File: src/design/rfbf_pkg.sv
// package with constants, payload types and control types of the best-fit placer
`timescale 1ns / 1ps
package rfbf_pkg;

   localparam int HOSTS    = 64;
   localparam int DC_RANKS = 16;
   localparam int IDX_W    = (HOSTS > 1) ? $clog2(HOSTS) : 1;

   localparam int CMD_W   = 1;
   localparam int HIDX_W  = 6;
   localparam int CPU_W   = 32;
   localparam int MEM_W   = 24;
   localparam int RANK_W  = 4;
   localparam int TAG_W   = 16;

   localparam logic [CMD_W-1:0] CMD_LOAD  = 1'b0;
   localparam logic [CMD_W-1:0] CMD_PLACE = 1'b1;

   typedef struct packed {
      logic [CMD_W-1:0]  cmd;
      logic [HIDX_W-1:0] host_index;
      logic [CPU_W-1:0]  host_free_cpu;
      logic [MEM_W-1:0]  host_free_mem;
      logic [RANK_W-1:0] host_rank;
      logic              host_active;
      logic [CPU_W-1:0]  vm_cpu;
      logic [MEM_W-1:0]  vm_mem;
      logic [TAG_W-1:0]  vm_tag;
   } req_type;

   typedef struct packed {
      logic              placed;
      logic [HIDX_W-1:0] chosen_host;
      logic [TAG_W-1:0]  result_tag;
   } rsp_type;

   typedef struct packed {
      logic              found;
      logic [RANK_W-1:0] rank;
      logic [CPU_W-1:0]  slack;
      logic [IDX_W-1:0]  index;
   } best_type;

   typedef struct packed {
      logic              load_en;
      logic              deduct_en;
      logic [IDX_W-1:0]  index;
      logic [CPU_W-1:0]  cpu;
      logic [MEM_W-1:0]  mem;
      logic [RANK_W-1:0] rank;
      logic              active;
   } cell_ctl_type;

   typedef enum logic [1:0] {
      ST_IDLE,
      ST_SCAN,
      ST_FINISH
   } state_type;

   function automatic logic [RANK_W-1:0] sat_rank(input logic [RANK_W-1:0] r);
      logic [RANK_W-1:0] res;
      if (32'(r) > DC_RANKS - 1) begin
         res = RANK_W'(DC_RANKS - 1);
      end else begin
         res = r;
      end
      return res;
   endfunction

endpackage

File: src/design/rfbf_cell.sv
// one host cell: holds one table entry and passes the running best candidate on
`timescale 1ns / 1ps
module rfbf_cell (
   input  logic                     clock,
   input  logic                     reset,
   input  logic [rfbf_pkg::IDX_W-1:0] cell_index,
   input  rfbf_pkg::cell_ctl_type   ctl,
   input  logic                     step_in,
   input  rfbf_pkg::best_type       best_in,
   output logic                     step_out,
   output rfbf_pkg::best_type       best_out,
   output logic                     active_out
);

   logic [rfbf_pkg::CPU_W-1:0]  cpu_ff;
   logic [rfbf_pkg::MEM_W-1:0]  mem_ff;
   logic [rfbf_pkg::RANK_W-1:0] rank_ff;
   logic                        active_ff;
   logic                        step_ff;
   rfbf_pkg::best_type          best_ff;
   rfbf_pkg::best_type          best_in_c;

   logic [rfbf_pkg::CPU_W:0]    diff;
   logic                        fits;
   logic                        better;
   logic                        hit;

   assign hit  = (ctl.index == cell_index);
   assign diff = {1'b0, cpu_ff} - {1'b0, ctl.cpu};
   assign fits = active_ff && !diff[rfbf_pkg::CPU_W] && (mem_ff >= ctl.mem);

   always_comb begin
      better = fits && (!best_in.found || (rank_ff < best_in.rank) ||
                        ((rank_ff == best_in.rank) &&
                         (diff[rfbf_pkg::CPU_W-1:0] < best_in.slack)));
      best_in_c = best_in;
      if (better) begin
         best_in_c.found = 1'b1;
         best_in_c.rank  = rank_ff;
         best_in_c.slack = diff[rfbf_pkg::CPU_W-1:0];
         best_in_c.index = cell_index;
      end
   end

   always_ff @(posedge clock) begin
      if (reset) begin
         active_ff <= 1'b0;
         step_ff   <= 1'b0;
      end else begin
         step_ff <= step_in;
         if (ctl.load_en && hit) begin
            active_ff <= ctl.active;
         end
      end
   end

   always_ff @(posedge clock) begin
      if (ctl.load_en && hit) begin
         cpu_ff  <= ctl.cpu;
         mem_ff  <= ctl.mem;
         rank_ff <= ctl.rank;
      end else if (ctl.deduct_en && hit) begin
         cpu_ff <= cpu_ff - ctl.cpu;
         mem_ff <= mem_ff - ctl.mem;
      end
      if (step_in) begin
         best_ff <= best_in_c;
      end
   end

   assign step_out   = step_ff;
   assign best_out   = best_ff;
   assign active_out = active_ff;

endmodule

File: config.mk
export PLATFORM = sky130hd
export DESIGN_NAME = rfbf_cell
export DESIGN_NICKNAME = d
export VERILOG_FILES = /design/src/design/rfbf_pkg.sv /design/src/design/rfbf_cell.sv
export SDC_FILE = /design/constraint.sdc
export NUM_CORES = 1
export LEC_CHECK = 0
export BUFFER_PORTS_ARGS = -buffer_cell sky130_fd_sc_hd__buf_2
export CORE_ASPECT_RATIO = 1.4
export CORE_MARGIN = 3
export CORE_UTILIZATION = 51
export CTS_CLUSTER_DIAMETER = 80
export CTS_CLUSTER_SIZE = 12
export DETAILED_ROUTE_END_ITERATION = 16
export PLACE_DENSITY = 0.78
export SYNTH_ARGS = -nofsm -noshare
export SYNTH_HDL_FRONTEND = slang
export SYNTH_SLANG_ARGS = --single-unit
File: constraint.sdc
create_clock -name clock -period 4.5 [get_ports clock]
set_clock_uncertainty 0.05 [all_clocks]
set_input_delay 0.225 -clock clock [delete_from_list [all_inputs] [get_ports clock]]
set_output_delay 0.225 -clock clock [all_outputs]
set_load 0.02 [all_outputs]
==> results of run 1 <==
## layer usage
layer | part of all wire | GRT usage
met1 | 0.39 | 0.265
met2 | 0.54 | 0.433
met3 | 0.051 | 0.0356
met4 | 0.025 | 0.0888
met5 | 0.00099 | 0
## layout make-up
class / count / area share
clock buffers: 9 / 0.0213
clock inverters: 7 / 0.0102
inverters: 102 / 0.0362
multi-input cells: 597 / 0.453
flip-flops and latches: 105 / 0.296
well taps: 196 / 0.0232
repair buffers: 269 / 0.159
## through the flow
stage / instance area (µm²) / setup TNS [ps] / power (mW) / utilization / cells
after global routing: 10600 / -34860 / 2.92 / 0.671 / 1285
after CTS: 10300 / -25330 / 2.78 / 0.657 / 1279
after detailed placement: 9930 / -25590 / 1.88 / 0.631 / 1256
final: 10600 / -25800 / 2.79 / 0.671 / 1285
after global placement: 9930 / -20320 / 1.86 / 0.631 / 1256
after floorplan: 8290 / -11460 / 1.58 / - / 824
## logic make-up (layout without fill, tap and decap cells)
family | after synthesis | in the layout | share of synthesized area
buf+inv | 122 | 387 | 0.0642
fa+ha+maj | 93 | 93 | 0.143
compound gates | 231 | 231 | 0.175
mux | 50 | 50 | 0.0845
xor+xnor | 51 | 51 | 0.0541
flops | 105 | 105 | 0.379
simple gates | 172 | 172 | 0.100
## path summary, 6_finish.rpt
check / cells past startpoint / slack, ps / startpoint / endpoint
hold reg to reg: 2 / 450 / active_out$_SDFFE_PP0P_ / active_out$_SDFFE_PP0P_
setup / recovery: 20 / -640 / cpu_ff[1]$_DFFE_PP_ / best_out[11]$_DFFE_PP_
setup reg to reg: 20 / -640 / cpu_ff[1]$_DFFE_PP_ / best_out[11]$_DFFE_PP_
hold / removal: 3 / 50 / ctl[0] / active_out$_SDFFE_PP0P_
## repair_timing
item	CTS	global route
endpoints found under the hold margin	6	0
pin swaps	0	10
gates cloned	0	3
buffers inserted	2	4
hold buffers	5	0
gates resized for setup	2	25
endpoints found under the setup margin	43	43
## where the power goes
part           total [mW]  internal (mW)  switching (mW)
combinational       0.751          0.364           0.387
clock               0.898          0.499           0.399
sequential           1.14           1.13          0.0106
## sequential cells by signal, summed over array words and instances, names as in the netlist
signal / count
cpu_ff: 32
step_out: 1
best_out: 43
mem_ff: 24
active_out: 1
rank_ff: 4
## cells in the final DEF, fill, tap and decap left out, types with 5 or more instances in the layout
cell type | synthesis | routed
mux2_2 | 10 | 10
nand3_1 | 10 | 10
ha_1 | 91 | 88
o31a_1 | 6 | 6
nand2b_1 | 10 | 10
nor2_1 | 38 | 38
dlygate4sd3_1 | 0 | 5
nand2_1 | 57 | 55
a31oi_1 | 9 | 7
xor2_1 | 23 | 23
a21oi_1 | 69 | 66
o21bai_1 | 10 | 10
o21a_1 | 15 | 14
nor3_1 | 14 | 14
inv_1 | 102 | 101
buf_4 | 0 | 94
clkbuf_16 | 0 | 11
edfxtp_1 | 103 | 103
xnor2_1 | 28 | 24
nor2b_1 | 12 | 11
a21o_1 | 35 | 35
mux2_4 | 37 | 37
nand4_1 | 10 | 10
buf_2 | 0 | 165
o21ai_0 | 55 | 53
## critical path: stages, from the launching register on
cell and delay, ps:
edfxtp_1 430, ha_4 240, nor2b_1 150, o31a_1 270, o31a_1 330, a211o_1 320
a21oi_2 210, o41ai_4 100, a31oi_4 230, xnor2_2 130, ha_1 260, a21o_1 170
a21o_1 180, a211oi_2 250, o31ai_2 110, a21oi_2 120, o41ai_2 80, a311oi_1 220
or3b_4 520, buf_12 200, mux2_4 300
==> results_dict.tcl, run 1 <==
set metrics [dict create \
    area_growth_pct 28.0 \
    finalCriticalPeriod_ps 5140 \
    relSlewSlack 0.261 \
    vias_per_cell 5.49 \
    drt-initial-drc-count 353 \
    setup_viol 43 \
    yosys_warnings 0 \
    synth_top_area_frac 0.374 \
    clk_latency_ps 370 \
    yosysTopAreaCell "edfxtp_1" \
    hp-class "input port to register" \
    gp_congestion 0.876 \
    grt_pass1_wl_um 33300 \
    routedWlPerCell_um 16.4 \
    synth.distinct_cells 55 \
    coreArea_um2 15700 \
    regArea_um2 3130 \
    drt_drc_violations_left 0 \
    peakVddDrop_mv 0.162 \
    p_leak_nw 5.18 \
    syn_area_per_cell_um2 10.0 \
    cts.reportedPaths.clkPinSlew_ps 80 \
    place_ws_ps -638 \
    grt_remaining_overflow 0 \
    final-hold-violation-count 0 \
    hpwl_um 15800 \
    row_count 54 \
    cts_tree "done" \
    die_w_um 114 \
    synth_area_um2 8260 \
    failed_checks "negative setup slack" \
    ys_seq_elements 105 \
    design.die.area_um2 17800 \
    worstSetupPathType "register to register" \
    critPathCaptureType "register" \
    track_usage 0.233 \
    fmax_mhz 195 \
    seq_area_frac_synth 0.379 \
    min_period_over_period 1.14 \
    synth.top_cells.by_count "edfxtp_1 (103), inv_1 (102), ha_1 (91)" \
    synth_async_sr_flop_share 0 \
    p_per_area_nw_per_um2 264 \
    die_h_um 157 \
    antenna_cells 0 \
    synth_most_common_cell "edfxtp_1" \
    port_buffers 165 \
    top_level_ports 166 \
    routed_wl_um 21100 \
    synth_edf_count 103 \
    synth_ff_type "edfxtp_1" \
    drt_pass1_iterations 5 \
    cts.sinks 105 \
    vias 7050 \
    cts_made_buffers 9 \
    drive_gt1_frac 0.332 \
    multi_input_area_um2 4790 \
    syn_nets 1038 \
    maxSlewViolCount 0 \
    synthTopCellsByArea "edfxtp_1 (37%), ha_1 (14%), mux2_4 (6.7%), inv_1 (4.6%), a21oi_1 (4.2%)" \
    finalWorstSetupSlack_ps -637 \
    crit_arrival_ps 5200 \
    rsz0062_at_grt "true" \
    status "finished with violations" \
    start_kind "register" \
    h-tree-depth 3 \
    cts_root_buf "clkbuf_16" \
    fillers 1228 \
    cp.required_ps 4570 \
    ant_nets 0 \
    grt_pass1_vias 7150 \
    antenna_found_initial 2 \
    start_util 0.525 \
    worstMarginPinSlew_ps 1110 \
    nets 1298 \
    path_max_fanout 18 \
    synth_cells 824 \
    holdWs_ps 51.8 \
    grt_max_degree 78 \
    cap_viol_max_count 0 \
    cts_buffer_depth 2 \
]
Note: power is estimated with default switching activity, not from simulation.
==> run 2, diff against run 1 <==
==> constraint.sdc (replaced) <==
create_clock -name clock -period 4.5 [get_ports clock]
set_clock_uncertainty 0.05 [all_clocks]
set_input_delay 0.675 -clock clock [delete_from_list [all_inputs] [get_ports clock]]
set_output_delay 0.675 -clock clock [all_outputs]
set_load 0.02 [all_outputs]
==> run 2 against run 1 <==
The run still ends with negative setup slack left. Cell count grew 1.9%. Die area unchanged. Non-clock buffer count grew 24. Clock power shrank 14%. Count of clock-buffer cells in the layout stayed put. Flip-flop and latch count is the same. Fmax grew 1.1%. Worst hold slack gained 390 ps. Global-route usage decreased by 0.22 points. Worst setup slack gained 53 ps.
==> results_dict.tcl, run 2 (synthesis gave the netlist of run 1 again) <==
set metrics [dict create \
    status "finished with violations" \
    failed_checks "negative setup slack" \
    vias_per_cell 5.43 \
    hpwl_um 16300 \
    top_level_ports 166 \
    ant_nets 0 \
    gp_congestion 0.883 \
    antenna_found_initial 2 \
    routedWlPerCell_um 16.2 \
    p_leak_nw 5.24 \
    port_buffers 165 \
    rsz0062_at_grt "true" \
    drt_drc_violations_left 0 \
    crit_arrival_ps 5150 \
    critPathCaptureType "register" \
    h-tree-depth 3 \
    min_period_over_period 1.13 \
    r2r-end "best_out[3]$_DFFE_PP_" \
    fin_util 0.675 \
    routed_wl_um 21300 \
    die_h_um 157 \
    relSlewSlack 0.278 \
    holdWs_ps 438 \
    holdPathEnd "rank_ff[2]$_DFFE_PP_" \
    min_delay_path_depth 1 \
    clk_latency_ps 360 \
    cap_viol_max_count 0 \
    cts_buffer_depth 2 \
    grt_pass1_vias 7157 \
    r2r_start "cpu_ff[1]$_DFFE_PP_" \
    final-hold-violation-count 0 \
    min_from "ctl[3]" \
    cts.sinks 105 \
    finalWorstSetupSlack_ps -583 \
    hp-class "input port to register" \
    cts_root_buf "clkbuf_16" \
    p_per_area_nw_per_um2 252 \
    r2r_slack_ps -560 \
    cts.reportedPaths.clkPinSlew_ps 80 \
    postCtsHoldBufs 0 \
    cts_tree "done" \
    final_common_cell "buf_2" \
    worstSetupPathType "input port to register" \
    die_w_um 114 \
    worstMarginPinSlew_ps 1080 \
    cts_made_buffers 9 \
    ff2ff_path_depth 20 \
    path_max_fanout 19 \
    drt-initial-drc-count 376 \
    fmax_mhz 197 \
    start_util 0.525 \
    grt_pass1_wl_um 33000 \
    finalCriticalPeriod_ps 5080 \
    row_count 54 \
    fillers 1258 \
    drive_gt1_frac 0.347 \
    design.die.area_um2 17800 \
    place_ws_ps -1020 \
    grt_max_degree 78 \
    coreArea_um2 15700 \
    final_cell_mix "buf_2 (165), buf_4 (123), edfxtp_1 (103), inv_1 (100), ha_1 (87)" \
    peakVddDrop_mv 0.161 \
    track_usage 0.230 \
    area_growth_pct 28.7 \
    start_kind "input port" \
    setup-tns-final_ps -23760 \
    setup_viol 43 \
    vias 7114 \
    grt_remaining_overflow 0 \
    drt_pass1_iterations 5 \
    maxSlewViolCount 0 \
    cp.required_ps 4570 \
    largest_reg_flops 43 \
    nets 1322 \
]
[run 2: cell count changes in the layout (fill, tap and decap cells not counted), moves of 3 or more]
cell,before,now
buf_4,94,123
dlygate4sd3_1,5,0
o21ai_1,1,4
xnor2_1,24,27
xnor2_2,4,1
[run 2: area by class of cell]
| class | count | area, µm² | area share |
|---|---|---|---|
| tap | 196 | 245 | 0.0231 |
| clock inverter | 7 | 51.3 | 0.00483 |
| clock buffer | 9 | 225 | 0.0212 |
| inverter | 102 | 383 | 0.0360 |
| timing repair buffer | 293 | 1850 | 0.174 |
| multi-input combinational | 597 | 4740 | 0.446 |
| sequential | 105 | 3130 | 0.295 |
| antenna | 1 | 2.50 | 0.000235 |
[run 2: report_power, final]
group          total [mW]  switching, mW  leakage, nW  internal [mW]
Clock               0.776          0.396        0.133          0.381
Combinational       0.768          0.388         4.13          0.380
Sequential           1.14         0.0102        0.977           1.13
[run 2: how the worst max path moves through the flow]
stage                         from                endpoint  cells after the start
3_5_place_dp               ctl[29]  best_out[15]$_DFFE_PP_                     20
5_1_grt        cpu_ff[1]$_DFFE_PP_  best_out[10]$_DFFE_PP_                     20
2_1_floorplan              ctl[29]  best_out[10]$_DFFE_PP_                     20
4_1_cts                    ctl[30]  best_out[15]$_DFFE_PP_                     21
3_3_place_gp               ctl[29]  best_out[32]$_DFFE_PP_                     20
6_report                   ctl[29]   best_out[3]$_DFFE_PP_                     21
[run 2: critical path, stage by stage]
cell and delay [ps]:
buf_2 120, ha_4 170, fa_2 410, nor2b_2 130, o31a_1 170, o2111ai_2 160, a211oi_2 250, o31a_1 210
buf_4 150, a31oi_4 100, xnor2_2 150, ha_1 290, a21o_1 180, a21o_1 190, a221o_1 340, a21oi_2 140
o41ai_2 80, a311oi_1 200, or3b_4 510, buf_12 210, mux2_4 300
[run 2: stage by stage]
step           instance area, µm²  power, mW  instances
5_1_grt                     10600       2.81       1310
2_1_floorplan                8310       1.59        824
3_3_place_gp                10100       1.87       1280
6_report                    10600       2.68       1310
4_1_cts                     10400       2.67       1300
3_5_place_dp                10100       1.90       1280
[run 2: timing repair]
item                       CTS  global route
setup endpoints to repair   43            43
pin swaps                    5             7
buffers inserted             4             6
gates cloned                 0             3
resized for setup            0            20
[run 2: layer usage]
layer | wire length [µm] | global-route usage
met5 | 7 | 0
met3 | 1070 | 0.0453
met4 | 606 | 0.0647
met1 | 8210 | 0.258
met2 | 11400 | 0.438
